--- src/design/askf_pkg.sv ---
// shared types, constants and micro-program of the altitude/speed kalman filter
package askf_pkg;

  // number format: signed fixed point, data width and fraction bits
  localparam int DW    = 32;
  localparam int FB    = 16;
  localparam int NUM_W = DW + FB;

  typedef logic signed [DW-1:0] fix_t;

  localparam fix_t VMAX    = {1'b0, {(DW-1){1'b1}}};
  localparam fix_t VMIN    = {1'b1, {(DW-1){1'b0}}};
  localparam fix_t ONE_FIX = fix_t'(64'd1 << FB);

  // register field widths and reset values
  localparam int TS_W = 17;
  localparam int NZ_W = 31;
  localparam logic [TS_W-1:0] TS_RESET = 17'd6554;
  localparam logic [NZ_W-1:0] PN_RESET = 31'd655;
  localparam logic [NZ_W-1:0] MN_RESET = 31'd65536;
  localparam logic [NZ_W-1:0] IV_RESET = 31'd6553600;

  // configuration register indexes
  localparam logic [1:0] CFG_TIME_STEP   = 2'd0;
  localparam logic [1:0] CFG_PROC_NOISE  = 2'd1;
  localparam logic [1:0] CFG_MEAS_NOISE  = 2'd2;
  localparam logic [1:0] CFG_INIT_VAR    = 2'd3;

  // commands
  localparam logic [1:0] CMD_PREDICT = 2'd0;
  localparam logic [1:0] CMD_UPDATE  = 2'd1;
  localparam logic [1:0] CMD_SET     = 2'd2;

  // shared unit operations
  localparam logic [1:0] OP_ADD = 2'd0;
  localparam logic [1:0] OP_SUB = 2'd1;
  localparam logic [1:0] OP_MUL = 2'd2;
  localparam logic [1:0] OP_DIV = 2'd3;

  // operand and destination selects
  localparam logic [3:0] RG_ALT = 4'd0;
  localparam logic [3:0] RG_SPD = 4'd1;
  localparam logic [3:0] RG_P0  = 4'd2;
  localparam logic [3:0] RG_P1  = 4'd3;
  localparam logic [3:0] RG_P2  = 4'd4;
  localparam logic [3:0] RG_P3  = 4'd5;
  localparam logic [3:0] RG_T0  = 4'd6;
  localparam logic [3:0] RG_T1  = 4'd7;
  localparam logic [3:0] RG_T2  = 4'd8;
  localparam logic [3:0] RG_T3  = 4'd9;
  localparam logic [3:0] RG_DT  = 4'd10;
  localparam logic [3:0] RG_Q   = 4'd11;
  localparam logic [3:0] RG_R   = 4'd12;
  localparam logic [3:0] RG_ONE = 4'd13;
  localparam logic [3:0] RG_Z   = 4'd14;

  // program entry points
  localparam logic [4:0] PC_PREDICT = 5'd0;
  localparam logic [4:0] PC_UPDATE  = 5'd16;

  typedef struct packed {
    logic [1:0] cmd;
    logic signed [31:0] measured_altitude;
    logic signed [31:0] start_altitude;
    logic signed [31:0] start_speed;
  } in_item_t;

  typedef struct packed {
    logic signed [31:0] altitude_estimate;
    logic signed [31:0] speed_estimate;
  } out_item_t;

  // one micro-operation: dst = op(sa, sb), optional stop on non-positive result
  typedef struct packed {
    logic [1:0] op;
    logic [3:0] dst;
    logic [3:0] sa;
    logic [3:0] sb;
    logic       chk;
    logic       last;
  } uop_t;

  typedef struct packed {
    logic       start;
    logic [1:0] op;
    fix_t       a;
    fix_t       b;
  } alu_req_t;

  typedef struct packed {
    logic done;
    fix_t y;
  } alu_rsp_t;

  // predict: P = F*P*F^T + Q, alt += dt*spd; update: gain, state and covariance correction
  function automatic uop_t prog(input logic [4:0] pc);
    uop_t u;
    case (pc)
      5'd0:  u = '{OP_MUL, RG_T0,  RG_DT,  RG_P2,  1'b0, 1'b0};
      5'd1:  u = '{OP_ADD, RG_T1,  RG_P0,  RG_T0,  1'b0, 1'b0};
      5'd2:  u = '{OP_MUL, RG_T0,  RG_DT,  RG_P3,  1'b0, 1'b0};
      5'd3:  u = '{OP_ADD, RG_P1,  RG_P1,  RG_T0,  1'b0, 1'b0};
      5'd4:  u = '{OP_ADD, RG_P2,  RG_P2,  RG_T0,  1'b0, 1'b0};
      5'd5:  u = '{OP_MUL, RG_T0,  RG_DT,  RG_SPD, 1'b0, 1'b0};
      5'd6:  u = '{OP_ADD, RG_ALT, RG_ALT, RG_T0,  1'b0, 1'b0};
      5'd7:  u = '{OP_MUL, RG_T0,  RG_DT,  RG_P1,  1'b0, 1'b0};
      5'd8:  u = '{OP_ADD, RG_T0,  RG_T1,  RG_T0,  1'b0, 1'b0};
      5'd9:  u = '{OP_ADD, RG_P0,  RG_T0,  RG_Q,   1'b0, 1'b0};
      5'd10: u = '{OP_ADD, RG_P3,  RG_P3,  RG_Q,   1'b0, 1'b1};
      5'd16: u = '{OP_ADD, RG_T0,  RG_P0,  RG_R,   1'b1, 1'b0};
      5'd17: u = '{OP_SUB, RG_T1,  RG_Z,   RG_ALT, 1'b0, 1'b0};
      5'd18: u = '{OP_DIV, RG_T2,  RG_P0,  RG_T0,  1'b0, 1'b0};
      5'd19: u = '{OP_DIV, RG_T3,  RG_P2,  RG_T0,  1'b0, 1'b0};
      5'd20: u = '{OP_MUL, RG_T0,  RG_T2,  RG_T1,  1'b0, 1'b0};
      5'd21: u = '{OP_ADD, RG_ALT, RG_ALT, RG_T0,  1'b0, 1'b0};
      5'd22: u = '{OP_MUL, RG_T0,  RG_T3,  RG_T1,  1'b0, 1'b0};
      5'd23: u = '{OP_ADD, RG_SPD, RG_SPD, RG_T0,  1'b0, 1'b0};
      5'd24: u = '{OP_SUB, RG_T2,  RG_ONE, RG_T2,  1'b0, 1'b0};
      5'd25: u = '{OP_MUL, RG_T0,  RG_T3,  RG_P0,  1'b0, 1'b0};
      5'd26: u = '{OP_SUB, RG_P2,  RG_P2,  RG_T0,  1'b0, 1'b0};
      5'd27: u = '{OP_MUL, RG_T0,  RG_T3,  RG_P1,  1'b0, 1'b0};
      5'd28: u = '{OP_SUB, RG_P3,  RG_P3,  RG_T0,  1'b0, 1'b0};
      5'd29: u = '{OP_MUL, RG_P0,  RG_T2,  RG_P0,  1'b0, 1'b0};
      5'd30: u = '{OP_MUL, RG_P1,  RG_T2,  RG_P1,  1'b0, 1'b1};
      default: u = '{OP_ADD, RG_T0, RG_T0, RG_T0, 1'b0, 1'b1};
    endcase
    return u;
  endfunction

endpackage

--- src/design/askf_alu.sv ---
// shared saturating fixed-point unit: add, subtract, multiply, bit-serial divide
module askf_alu import askf_pkg::*; (
  input  logic     clk_i,
  input  logic     rst_ni,
  input  alu_req_t req_i,
  output alu_rsp_t rsp_o
);

  localparam logic [1:0] AS_IDLE = 2'd0;
  localparam logic [1:0] AS_MUL  = 2'd1;
  localparam logic [1:0] AS_DIV  = 2'd2;
  localparam logic [1:0] AS_RND  = 2'd3;

  localparam int CNT_W = $clog2(NUM_W);
  localparam int MAG_W = 2 * DW + 1;
  localparam logic [MAG_W-1:0] HALF = MAG_W'(1) << (FB - 1);

  logic [1:0]        state_q, state_d;
  logic              neg_q;
  logic [2*DW-1:0]   prod_q;
  logic [NUM_W-1:0]  num_q;
  logic [DW:0]       rem_q;
  logic [DW-1:0]     den_q;
  logic [CNT_W-1:0]  cnt_q;
  fix_t              y_q;
  logic              done_q;

  function automatic logic [DW-1:0] mag(input fix_t v);
    return v[DW-1] ? DW'(-v) : DW'(v);
  endfunction

  // signed result from sign and magnitude, saturated
  function automatic fix_t sat_mag(input logic neg, input logic [MAG_W-1:0] m);
    logic big;
    big = m > MAG_W'(VMAX);
    if (neg) begin
      return big ? VMIN : fix_t'(-m[DW-1:0]);
    end
    return big ? VMAX : fix_t'(m[DW-1:0]);
  endfunction

  // add and subtract with saturation
  logic [DW:0] add_ext;
  fix_t        add_y;
  always_comb begin
    if (req_i.op == OP_SUB) begin
      add_ext = {req_i.a[DW-1], req_i.a} - {req_i.b[DW-1], req_i.b};
    end else begin
      add_ext = {req_i.a[DW-1], req_i.a} + {req_i.b[DW-1], req_i.b};
    end
    if (add_ext[DW] != add_ext[DW-1]) begin
      add_y = add_ext[DW] ? VMIN : VMAX;
    end else begin
      add_y = fix_t'(add_ext[DW-1:0]);
    end
  end

  // multiply rounding: add half, drop fraction bits
  logic [MAG_W-1:0] mul_rnd;
  assign mul_rnd = ({1'b0, prod_q} + HALF) >> FB;

  // one restoring division step
  logic [DW:0] rem_sh, rem_step;
  logic        q_bit;
  assign rem_sh   = {rem_q[DW-1:0], num_q[NUM_W-1]};
  assign q_bit    = rem_sh >= {1'b0, den_q};
  assign rem_step = q_bit ? rem_sh - {1'b0, den_q} : rem_sh;

  // final quotient rounding, ties away from zero
  logic             rnd_up;
  logic [NUM_W:0]   quo_rnd;
  assign rnd_up  = rem_q >= ({1'b0, den_q} - rem_q);
  assign quo_rnd = {1'b0, num_q} + (NUM_W+1)'(rnd_up);

  // sequencing of the unit
  always_comb begin
    state_d = state_q;
    case (state_q)
      AS_IDLE: begin
        if (req_i.start) begin
          case (req_i.op)
            OP_MUL:  state_d = AS_MUL;
            OP_DIV:  state_d = AS_DIV;
            default: state_d = AS_IDLE;
          endcase
        end
      end
      AS_MUL:  state_d = AS_IDLE;
      AS_DIV:  state_d = (cnt_q == '0) ? AS_RND : AS_DIV;
      AS_RND:  state_d = AS_IDLE;
      default: state_d = AS_IDLE;
    endcase
  end

  always_ff @(posedge clk_i or negedge rst_ni) begin
    if (!rst_ni) begin
      state_q <= AS_IDLE;
      done_q  <= 1'b0;
    end else begin
      state_q <= state_d;
      done_q  <= 1'b0;
      case (state_q)
        AS_IDLE: done_q <= req_i.start && (req_i.op == OP_ADD || req_i.op == OP_SUB);
        AS_MUL:  done_q <= 1'b1;
        AS_RND:  done_q <= 1'b1;
        default: done_q <= 1'b0;
      endcase
    end
  end

  // datapath registers
  always_ff @(posedge clk_i) begin
    case (state_q)
      AS_IDLE: begin
        if (req_i.start) begin
          neg_q  <= req_i.a[DW-1] ^ (req_i.op == OP_MUL && req_i.b[DW-1]);
          prod_q <= mag(req_i.a) * mag(req_i.b);
          num_q  <= {mag(req_i.a), {FB{1'b0}}};
          rem_q  <= '0;
          den_q  <= req_i.b[DW-1:0];
          cnt_q  <= CNT_W'(NUM_W - 1);
          y_q    <= add_y;
        end
      end
      AS_MUL: y_q <= sat_mag(neg_q, mul_rnd);
      AS_DIV: begin
        rem_q <= rem_step;
        num_q <= {num_q[NUM_W-2:0], q_bit};
        cnt_q <= cnt_q - CNT_W'(1);
      end
      AS_RND:  y_q <= sat_mag(neg_q, MAG_W'(quo_rnd));
      default: y_q <= y_q;
    endcase
  end

  assign rsp_o = '{done: done_q, y: y_q};

endmodule

--- src/design/altitude_speed_kalman_filter_core.sv ---
// top level of the two-state altitude and vertical speed kalman filter
//
// Input channel (in_valid_i / in_stall_o / in_item_i) carries one command per
// transaction: predict, update with a measured altitude, or set state. Output
// channel (out_valid_o / out_stall_i / out_item_o) returns one transaction per
// command with the altitude and speed estimates held after it.
// Configuration writes (cfg_valid_i / cfg_ready_o) are always taken; write them
// only while the block is idle.
// All arithmetic runs through one shared saturating unit under a micro-program:
// add, subtract, multiply and divide, the divide going through issue, one
// quotient bit per cycle over 48 bits, rounding and hand-back. An update runs
// two divides for the gain and stops early when the innovation variance is not
// positive; set state and the unused command use no arithmetic.
// One command is in flight at a time; in_stall_o is high from the cycle after
// acceptance until the result is loaded into the output register, which lets
// the next command be accepted while a result waits. If the receiver stalls, a
// finished result holds until the output register frees up. Reset loads the
// register defaults, zero state and the diagonal initial covariance.
module altitude_speed_kalman_filter_core import askf_pkg::*; (
  input  logic      clk_i,
  input  logic      rst_ni,
  input  logic      in_valid_i,
  output logic      in_stall_o,
  input  in_item_t  in_item_i,
  output logic      out_valid_o,
  input  logic      out_stall_i,
  output out_item_t out_item_o,
  input  logic      cfg_valid_i,
  output logic      cfg_ready_o,
  input  logic [1:0] cfg_index_i,
  input  logic [31:0] cfg_data_i
);

  localparam logic [1:0] ST_IDLE  = 2'd0;
  localparam logic [1:0] ST_ISSUE = 2'd1;
  localparam logic [1:0] ST_WAIT  = 2'd2;
  localparam logic [1:0] ST_FIN   = 2'd3;

  logic [1:0]      state_q;
  logic [4:0]      pc_q;
  logic [TS_W-1:0] dt_q;
  logic [NZ_W-1:0] pn_q, mn_q, iv_q;
  fix_t            alt_q, spd_q, p0_q, p1_q, p2_q, p3_q;
  fix_t            t0_q, t1_q, t2_q, t3_q, z_q;
  logic            out_valid_q;
  out_item_t       out_q;

  uop_t     uop;
  alu_req_t alu_req;
  alu_rsp_t alu_rsp;
  fix_t     r_val;
  logic     in_acc, out_free, stop;

  assign uop      = prog(pc_q);
  assign in_acc   = in_valid_i && (state_q == ST_IDLE);
  assign out_free = !out_valid_q || !out_stall_i;
  assign r_val    = (mn_q == '0) ? fix_t'(1) : fix_t'(mn_q);
  assign stop     = uop.last || (uop.chk && (alu_rsp.y[DW-1] || alu_rsp.y == '0));

  // operand select
  function automatic fix_t rd(input logic [3:0] idx);
    case (idx)
      RG_ALT:  return alt_q;
      RG_SPD:  return spd_q;
      RG_P0:   return p0_q;
      RG_P1:   return p1_q;
      RG_P2:   return p2_q;
      RG_P3:   return p3_q;
      RG_T0:   return t0_q;
      RG_T1:   return t1_q;
      RG_T2:   return t2_q;
      RG_T3:   return t3_q;
      RG_DT:   return fix_t'(dt_q);
      RG_Q:    return fix_t'(pn_q);
      RG_R:    return r_val;
      RG_ONE:  return ONE_FIX;
      RG_Z:    return z_q;
      default: return '0;
    endcase
  endfunction

  always_comb begin
    alu_req.start = (state_q == ST_ISSUE);
    alu_req.op    = uop.op;
    alu_req.a     = rd(uop.sa);
    alu_req.b     = rd(uop.sb);
  end

  askf_alu u_alu (
    .clk_i  (clk_i),
    .rst_ni (rst_ni),
    .req_i  (alu_req),
    .rsp_o  (alu_rsp)
  );

  // configuration registers
  always_ff @(posedge clk_i or negedge rst_ni) begin
    if (!rst_ni) begin
      dt_q <= TS_RESET;
      pn_q <= PN_RESET;
      mn_q <= MN_RESET;
      iv_q <= IV_RESET;
    end else if (cfg_valid_i) begin
      case (cfg_index_i)
        CFG_TIME_STEP:  dt_q <= cfg_data_i[TS_W-1:0];
        CFG_PROC_NOISE: pn_q <= cfg_data_i[NZ_W-1:0];
        CFG_MEAS_NOISE: mn_q <= cfg_data_i[NZ_W-1:0];
        CFG_INIT_VAR:   iv_q <= cfg_data_i[NZ_W-1:0];
        default:        dt_q <= dt_q;
      endcase
    end
  end

  assign cfg_ready_o = 1'b1;

  // sequencer and filter state
  always_ff @(posedge clk_i or negedge rst_ni) begin
    if (!rst_ni) begin
      state_q <= ST_IDLE;
      pc_q    <= PC_PREDICT;
      alt_q   <= '0;
      spd_q   <= '0;
      p0_q    <= fix_t'(IV_RESET);
      p1_q    <= '0;
      p2_q    <= '0;
      p3_q    <= fix_t'(IV_RESET);
    end else begin
      case (state_q)
        ST_IDLE: begin
          if (in_acc) begin
            case (in_item_i.cmd)
              CMD_PREDICT: begin
                pc_q    <= PC_PREDICT;
                state_q <= ST_ISSUE;
              end
              CMD_UPDATE: begin
                pc_q    <= PC_UPDATE;
                state_q <= ST_ISSUE;
              end
              CMD_SET: begin
                alt_q   <= in_item_i.start_altitude;
                spd_q   <= in_item_i.start_speed;
                p0_q    <= fix_t'(iv_q);
                p1_q    <= '0;
                p2_q    <= '0;
                p3_q    <= fix_t'(iv_q);
                state_q <= ST_FIN;
              end
              default: state_q <= ST_FIN;
            endcase
          end
        end
        ST_ISSUE: state_q <= ST_WAIT;
        ST_WAIT: begin
          if (alu_rsp.done) begin
            case (uop.dst)
              RG_ALT:  alt_q <= alu_rsp.y;
              RG_SPD:  spd_q <= alu_rsp.y;
              RG_P0:   p0_q  <= alu_rsp.y;
              RG_P1:   p1_q  <= alu_rsp.y;
              RG_P2:   p2_q  <= alu_rsp.y;
              RG_P3:   p3_q  <= alu_rsp.y;
              default: alt_q <= alt_q;
            endcase
            pc_q    <= pc_q + 5'd1;
            state_q <= stop ? ST_FIN : ST_ISSUE;
          end
        end
        ST_FIN: begin
          if (out_free) begin
            state_q <= ST_IDLE;
          end
        end
        default: state_q <= ST_IDLE;
      endcase
    end
  end

  // temporaries and captured measurement
  always_ff @(posedge clk_i) begin
    if (in_acc) begin
      z_q <= in_item_i.measured_altitude;
    end
    if (state_q == ST_WAIT && alu_rsp.done) begin
      case (uop.dst)
        RG_T0:   t0_q <= alu_rsp.y;
        RG_T1:   t1_q <= alu_rsp.y;
        RG_T2:   t2_q <= alu_rsp.y;
        RG_T3:   t3_q <= alu_rsp.y;
        default: t0_q <= t0_q;
      endcase
    end
  end

  // output register
  always_ff @(posedge clk_i or negedge rst_ni) begin
    if (!rst_ni) begin
      out_valid_q <= 1'b0;
    end else if (state_q == ST_FIN && out_free) begin
      out_valid_q <= 1'b1;
    end else if (!out_stall_i) begin
      out_valid_q <= 1'b0;
    end
  end

  always_ff @(posedge clk_i) begin
    if (state_q == ST_FIN && out_free) begin
      out_q <= '{altitude_estimate: alt_q, speed_estimate: spd_q};
    end
  end

  assign in_stall_o  = (state_q != ST_IDLE);
  assign out_valid_o = out_valid_q;
  assign out_item_o  = out_q;

  // the shared unit only answers a request issued by the sequencer
  assert property (@(posedge clk_i) disable iff (!rst_ni)
    alu_rsp.done |-> state_q == ST_WAIT)
    else $error("shared unit finished without a pending request");

  // an accepted command always leaves idle
  assert property (@(posedge clk_i) disable iff (!rst_ni)
    in_acc |=> state_q != ST_IDLE)
    else $error("accepted transaction was dropped");

  // a finished result never overwrites one that is still stalled
  assert property (@(posedge clk_i) disable iff (!rst_ni)
    out_valid_q && out_stall_i && state_q == ST_FIN |=> state_q == ST_FIN)
    else $error("result loaded over a stalled transaction");

endmodule

--- config.mk ---
export PLATFORM = sky130hd
export DESIGN_NAME = altitude_speed_kalman_filter_core
export DESIGN_NICKNAME = d
export VERILOG_FILES = /design/src/design/askf_pkg.sv /design/src/design/askf_alu.sv /design/src/design/altitude_speed_kalman_filter_core.sv
export SDC_FILE = /design/constraint.sdc
export NUM_CORES = 2
export LEC_CHECK = 0
export BUFFER_PORTS_ARGS = -buffer_cell sky130_fd_sc_hd__clkbuf_2
export CAP_MARGIN = 20
export CORE_ASPECT_RATIO = 2
export CORE_MARGIN = 5
export CORE_UTILIZATION = 33
export CTS_CLUSTER_SIZE = 10
export DETAILED_ROUTE_END_ITERATION = 8
export PLACE_DENSITY = 0.56
export SETUP_SLACK_MARGIN = 0.5
export SLEW_MARGIN = 20
export SYNTH_ARGS = -nofsm -noshare
export SYNTH_HDL_FRONTEND = slang
export SYNTH_SLANG_ARGS = --single-unit
--- constraint.sdc ---
create_clock -name clk_i -period 13.85 [get_ports clk_i]
set_input_delay 2.0775 -clock clk_i [delete_from_list [all_inputs] [get_ports clk_i]]
set_output_delay 2.0775 -clock clk_i [all_outputs]
set_load 0.005 [all_outputs]
Word level (Yosys, flattened, before mapping)
Memory sizes are Yosys's and may differ from the RTL's.
Cells that the tools add are included.

cells by class
  add/subtract/negate cells = 12
  multiply operators = 1
  divide/modulo/power cells = 0
  magnitude comparators = 4
  eq/ne operators = 65
  shifts and indexed selects = 0
  mux-type cells = 71
  bitwise gates (word level) = 1
  reductions and logical operators = 48

operators with widths
  cell                    number
  $mux 32                 33
  $pmux 32 s15            2
  $pmux 32 s2             6
  $neg 32->32             4
  $mux 33                 3
  $gt 49x31->1 const B    2
  $pmux 32 s3             1
  $pmux 48 s2             1
  $pmux 33 s2             1
  $add 64x16->65 const B  1
  $eq 4x4->1 const B      16
  $mul 32x32->64          1
  $add 48x1->49           1
  $eq 4x3->1 const B      12
  $mux 48                 1
  $add 32x32->33          1
  $ge 33x32->1            1
  $ge 33x33->1            1
  $sub 32x32->33          1
  $sub 32x33->33          1
  $sub 33x32->33          1
  $logic_not 32->1        1
  $logic_not 31->1        1
  $mux 31                 1
  other kinds (34)        108

word-level totals
  bits in registers = 753
  bits in latches = 0
  bits in writable memories = 0
  memory bits (read-only) = 512
  bits of input ports = 137
  output and inout port bits = 67
  logic and storage cells = 232
  memories kept = 1

memory list
  memory           words  bits a word  read ports  clocked after Yosys merged registers in  write ports  RTL line        text
  (no name shown)  32     16           1           0                                        0            askf_pkg.sv:98  case (pc)

Logic depth before layout (Yosys ltp)
  word-level depth = 9
  depth in mapped cells = 59
  mapped depth without buffers = 53

Modules after synthesis
Synthesis repeated with hierarchy kept, for this count alone.

second synthesis, totals
  cells, all modules = 8397
  area total of the unflattened synthesis = 77747.1 µm²

modules (own cells, without submodules)
  module                             times used  cells an instance  area each (µm²)  sequential area each (µm²)
  askf_alu                           1           5976               51390.5          6110.9
  altitude_speed_kalman_filter_core  1           2421               26356.5          14512.7

Worst setup path after synthesis
Ideal clock, no wire load.

  path kind = register to register
  from = register pc_q[0]
  to = register u_alu.prod_q[62] (data pin)
  setup time = 0.258 ns
  arrival = 12.407 ns
  data required time = 13.592 ns
  path slack = 1.186 ns
  cell stages (with the launch flop) = 49
  path buffers = 6
  period minus slack after synthesis = 12.664 ns
  cell sequence = dfrtp_1 clkbuf_1 inv_1 ha_1 and2b_1 o311a_1 buf_6 buf_6 a21o_2 buf_4 buf_6 a221oi_2 a41oi_1 a221oi_2 inv_2 or3_1 or3_1 or4_4 [13 not listed] fa_1 inv_1 fa_1 inv_1 ha_1 a21o_1 a21oi_1 nor2_1 a2111oi_0 o211ai_1 nand2_1 o211ai_2 nand2_1 o211a_1 o21bai_1 a221o_1 a21oi_1 xnor2_1

between the ends
  cells in the longest elaborated chain, start to end = 6
  elaborated cells on any way between the ends = 38
  classes of those cells = add/sub (2); mul (1); eq/ne (28); mux (4); reduce/logical (2); memory (1)

ends and longest elaborated chain
  what                                RTL line                                  text
  start: declaration                  altitude_speed_kalman_filter_core.sv:40   logic [4:0] pc_q;
  start signal: assignment            altitude_speed_kalman_filter_core.sv:165  pc_q <= pc_q + 5'd1;
  $mem_v2 32x16 *                     n/a
  $eq 4x4->1 (tied with other cells)  altitude_speed_kalman_filter_core.sv:62   case (idx)
  $pmux 32 s15                        altitude_speed_kalman_filter_core.sv:62
  $neg 32->32                         askf_alu.sv:29                            return v[DW-1] ? DW'(-v) : DW'(v);
  $mux 32                             askf_alu.sv:29
  $mul 32x32->64 *                    askf_alu.sv:117                           prod_q <= mag(req_i.a) * mag(req_i.b);
  end signal: assignment              askf_alu.sv:117
  end: declaration                    askf_alu.sv:20                            logic [2*DW-1:0] prod_q;

Every way passes the cells marked *; elsewhere a longest branch is shown, timed or not.
A chain may end at the register's enable or synchronous reset.

Final worst setup path
Same ends and word-level chain as after synthesis.

==> results.yml <==
timing:
  finalClockSkew_ns: 0.0617
  worst-slew-pin-transition_ns: 1.19
  max_slew_margin_pct: 19.2
  finalHoldViolCount: 0
  clock.fmax_mhz: 75.4
  grt_setup_unrepaired: "yes"
  final_slew_viol_count: 0
  final.min_clock_period_ns: 13.27
  report.final.setup_viol: 0
  timing.final.crit_share_pct: 95.8
critical_path:
  path_buf_inv: 10
  cp_num_cells: 45
  crit_end_category: "register"
  cp_data_required_time_ns: 14.34
  criticalPathCategory: "reg -> reg"
  cp-start-kind: "register"
  worstPathMaxFanout: 20
  crit-reg2reg-launch: "pc_q[0]"
  worst-r2r-setup-slack_ns: 0.58
  cp_top_family: "adder cells"
  rr_worst_depth: 45
  critical_path.slowest_cell: "sky130_fd_sc_hd__xnor2_1"
  capturing_point_of_the_worst_reg2reg_path: "u_alu.prod_q[62]"
  arrival_ns: 13.76
  cpPeakStageDelay_ns: 0.96
  crit_path_frequent_cell: "sky130_fd_sc_hd__fa_1"
worst_hold_path:
  timing.hold.worst_path_depth: 1
  hold_start: "iv_q[2]"
  hold_path_end: "iv_q[2]"
  worst_hold_path_type: "reg -> reg"
die:
  dieWidth_um: 355
  die_height_um: 701
  fp-row-count: 253
  ios: 204
  die-area_um2: 249000
  initial_core_util_pct: 33.2
  design.core.area_um2: 237000
clocking:
  worst_skew_pair.late_latency_ns: 0.75
  cts_root_buffer: "sky130_fd_sc_hd__clkbuf_16"
  cts_num_sinks: 738
  tritoncts.num_buffers: 86
  cts-htree-levels: 3
  max-clock-path-buffers: 3
  cts_tree: "built"
  cts.reportedPaths.clkPinSlew_ns: 0.06
final_layout:
  area.growth.synth_to_final_pct: 16.4
  regArea_um2: 20600
  fillCellCount: 24100
  multi_input_comb_area_um2: 53200
  layout-drive-gt1-share_pct: 15.5
  layout.nets: 10600
  stdcell_area_um2: 91600
yosys:
  syn_avg_cell_area_um2: 9.05
  netlist-cell-type-count: 124
  synth.area.top_cells: "sky130_fd_sc_hd__fa_1 23%, sky130_fd_sc_hd__edfxtp_1 16%, sky130_fd_sc_hd__dfrtp_1 9.2%, sky130_fd_sc_hd__ha_1 6.5%, sky130_fd_sc_hd__nand2_1 5.4%"
  netlist.top_cell.by_area: "sky130_fd_sc_hd__fa_1"
  async_flop_share_pct: 42.4
  postSynth.topFlopCell: "sky130_fd_sc_hd__edfxtp_1"
  number_of_enable_flip_flop_cells_after_synthesis: 425
  synthesis.instances: 8698
  synth_seq_cells: 738
  synth.cell_area_um2: 78700
  syn-num-nets: 10100
  netlist.area_leader.share_pct: 22.8
  yosysWarningCount: 0
  ys_seq_area_share_pct: 26.2
placement:
  placement.io_buffers: 201
  postPlaceCellArea_um2: 87200
  gp_congestion: 1.07
  dp_hpwl_um: 328000
drt:
  drt_iter0_markers: 6273
  routed_wire_length_per_instance_um: 33.6
  firstDrtPassIters: 9
  drc_errors: 0
  route.vias.total: 71500
  detail_route.wirelength_um: 415000
  vias_per_cell: 5.79
  antenna_violating_nets_left: 0
status:
  status: "finished clean"
global_routing:
  vias_in_the_first_global_route: 75300
  grt_max_degree: 142
  antenna_violations_before_repair: 24
  grt_util_all_layers_pct: 32.8
  grt_overflow: 0
  grt_first_pass_wirelength_um: 569000
job:
  count_of_max_cap_constraint_violations: 0
per-layer routing:
metal | GRT usage (%) | wire length, µm | part of all wire [%] | vias up
met5 | 0 | 62 | 0.015 | -
met4 | 41.5 | 70500 | 17 | 10
met3 | 6.27 | 25500 | 6.2 | 2118
met2 | 57.9 | 207000 | 50 | 3794
met1 | 27.3 | 112000 | 27 | 35600
li1 | - | - | - | 29900
placed cells by master (no fill, tap or decap), types with 26 or more instances in the layout:
cell type / netlist / layout
sky130_fd_sc_hd__inv_1: 1138 / 1131
sky130_fd_sc_hd__nand2_1: 1142 / 1126
sky130_fd_sc_hd__nor2_1: 927 / 907
sky130_fd_sc_hd__fa_1: 898 / 886
sky130_fd_sc_hd__a21oi_1: 610 / 592
sky130_fd_sc_hd__buf_4: 19 / 573
sky130_fd_sc_hd__edfxtp_1: 425 / 425
sky130_fd_sc_hd__ha_1: 407 / 403
sky130_fd_sc_hd__o21ai_0: 337 / 331
sky130_fd_sc_hd__dfrtp_1: 290 / 286
sky130_fd_sc_hd__clkbuf_2: 0 / 200
sky130_fd_sc_hd__nand3_1: 174 / 172
sky130_fd_sc_hd__xnor2_1: 207 / 164
sky130_fd_sc_hd__mux2_2: 124 / 124
sky130_fd_sc_hd__xor2_1: 139 / 124
sky130_fd_sc_hd__a21o_1: 93 / 92
sky130_fd_sc_hd__and2_1: 88 / 88
sky130_fd_sc_hd__clkbuf_16: 0 / 88
sky130_fd_sc_hd__mux2i_1: 80 / 78
sky130_fd_sc_hd__nor3_1: 84 / 78
sky130_fd_sc_hd__buf_12: 0 / 67
sky130_fd_sc_hd__nand4_1: 66 / 66
sky130_fd_sc_hd__a221oi_1: 63 / 60
sky130_fd_sc_hd__clkbuf_1: 290 / 60
sky130_fd_sc_hd__and3_1: 59 / 59
sky130_fd_sc_hd__a22oi_1: 59 / 58
sky130_fd_sc_hd__nand2b_1: 41 / 39
sky130_fd_sc_hd__nor4_1: 42 / 39
sky130_fd_sc_hd__xnor2_2: 5 / 39
sky130_fd_sc_hd__a31oi_1: 38 / 36
sky130_fd_sc_hd__nor2b_1: 39 / 36
sky130_fd_sc_hd__o22ai_1: 40 / 35
sky130_fd_sc_hd__a22o_1: 33 / 33
sky130_fd_sc_hd__or2_2: 34 / 32
sky130_fd_sc_hd__o211ai_1: 28 / 28
sky130_fd_sc_hd__a211oi_1: 30 / 27
sky130_fd_sc_hd__a211o_1: 28 / 26
through the flow:
step | hold slack (ns) | setup TNS [ns] | utilization, % | std cells | setup slack (ns)
after floorplan | 0.454 | 0 | - | 8698 | 1.19
after global placement | 0.485 | -2.38 | 36.7 | 12100 | -0.475
after detailed placement | 0.494 | -1.47 | 36.7 | 12100 | -0.312
after CTS | 0.508 | 0 | 38.0 | 12300 | 0.464
after global routing | 0.521 | 0 | 38.6 | 12300 | 0.397
final | 0.508 | 0 | 38.6 | 12300 | 0.580
what timing repair did:
item,CTS,global route
hold buffers,0,0
cloned,2,2
resized for setup,48,151
hold endpoints to repair,0,0
setup endpoints to repair,28,55
pin swaps,8,63
setup buffers,20,52
cells by family (layout without fill, tap and decap cells):
family	count (synthesis)	count (layout)	synth area share [%]
xor gates and xnor gates	354	354	4.04
adders and majority gates	1305	1305	29.3
muxes	214	215	3.07
AOI/OAI and AO/OA	1660	1660	13.4
DFF	738	738	26.2
and+or+nand+nor	2825	2825	15.8
other	1	15	0.00476
buffers and inverters	1601	2174	8.18
synthesized netlist by cell type (17+ instances only):
cell                       count
sky130_fd_sc_hd__a211o_1      28
sky130_fd_sc_hd__a211oi_1     30
sky130_fd_sc_hd__a21o_1       93
sky130_fd_sc_hd__a21oi_1     610
sky130_fd_sc_hd__a221o_1      21
sky130_fd_sc_hd__a221oi_1     63
sky130_fd_sc_hd__a22o_1       33
sky130_fd_sc_hd__a22oi_1      59
sky130_fd_sc_hd__a31oi_1      38
sky130_fd_sc_hd__a32oi_1      25
sky130_fd_sc_hd__and2_1       88
sky130_fd_sc_hd__and3_1       59
sky130_fd_sc_hd__buf_1        26
sky130_fd_sc_hd__buf_2        85
sky130_fd_sc_hd__buf_4        19
sky130_fd_sc_hd__buf_6        34
sky130_fd_sc_hd__clkbuf_1    290
sky130_fd_sc_hd__dfrtp_1     290
sky130_fd_sc_hd__dfstp_2      23
sky130_fd_sc_hd__edfxtp_1    425
sky130_fd_sc_hd__fa_1        898
sky130_fd_sc_hd__ha_1        407
sky130_fd_sc_hd__inv_1      1138
sky130_fd_sc_hd__mux2_2      124
sky130_fd_sc_hd__mux2i_1      80
sky130_fd_sc_hd__nand2_1    1142
sky130_fd_sc_hd__nand2b_1     41
sky130_fd_sc_hd__nand3_1     174
sky130_fd_sc_hd__nand4_1      66
sky130_fd_sc_hd__nor2_1      927
sky130_fd_sc_hd__nor2b_1      39
sky130_fd_sc_hd__nor3_1       84
sky130_fd_sc_hd__nor4_1       42
sky130_fd_sc_hd__o211ai_1     28
sky130_fd_sc_hd__o21a_1       21
sky130_fd_sc_hd__o21ai_0     337
sky130_fd_sc_hd__o21ai_1      17
sky130_fd_sc_hd__o21bai_1     25
sky130_fd_sc_hd__o22ai_1      40
sky130_fd_sc_hd__o31ai_1      20
sky130_fd_sc_hd__or2_2        34
sky130_fd_sc_hd__or3_1        29
sky130_fd_sc_hd__xnor2_1     207
sky130_fd_sc_hd__xor2_1      139
state kept, by name, indices dropped and copies added (netlist names), 33 cells and up:
| register | flops |
|---|---|
| u_alu.num_q | 48 |
| out_item_o | 64 |
| u_alu.prod_q | 49 |
| u_alu.rem_q | 33 |
how the worst max path moves through the flow:
stage,start,end,slack (ns)
6_report,pc_q[0],u_alu.prod_q[62],0.58
5_1_grt,pc_q[0],u_alu.prod_q[63],0.40
4_1_cts,pc_q[0],u_alu.prod_q[62],0.46
3_5_place_dp,pc_q[2],u_alu.prod_q[62],-0.31
3_3_place_gp,pc_q[0],u_alu.prod_q[63],-0.47
2_1_floorplan,pc_q[0],u_alu.prod_q[62],1.19
cell type report:
cell class,instances,area share (%)
inverters,1147,4.71
multi-input cells,6360,58.1
clock buffers,151,2.68
diodes,14,0.0382
repair buffers,866,7.64
well taps,3060,4.18
flip-flops and latches,738,22.5
clock inverters,10,0.178
Power is left out: the tool's default activity adds up to more than one toggle a clock period on the data nets, which glitch-free logic cannot reach.
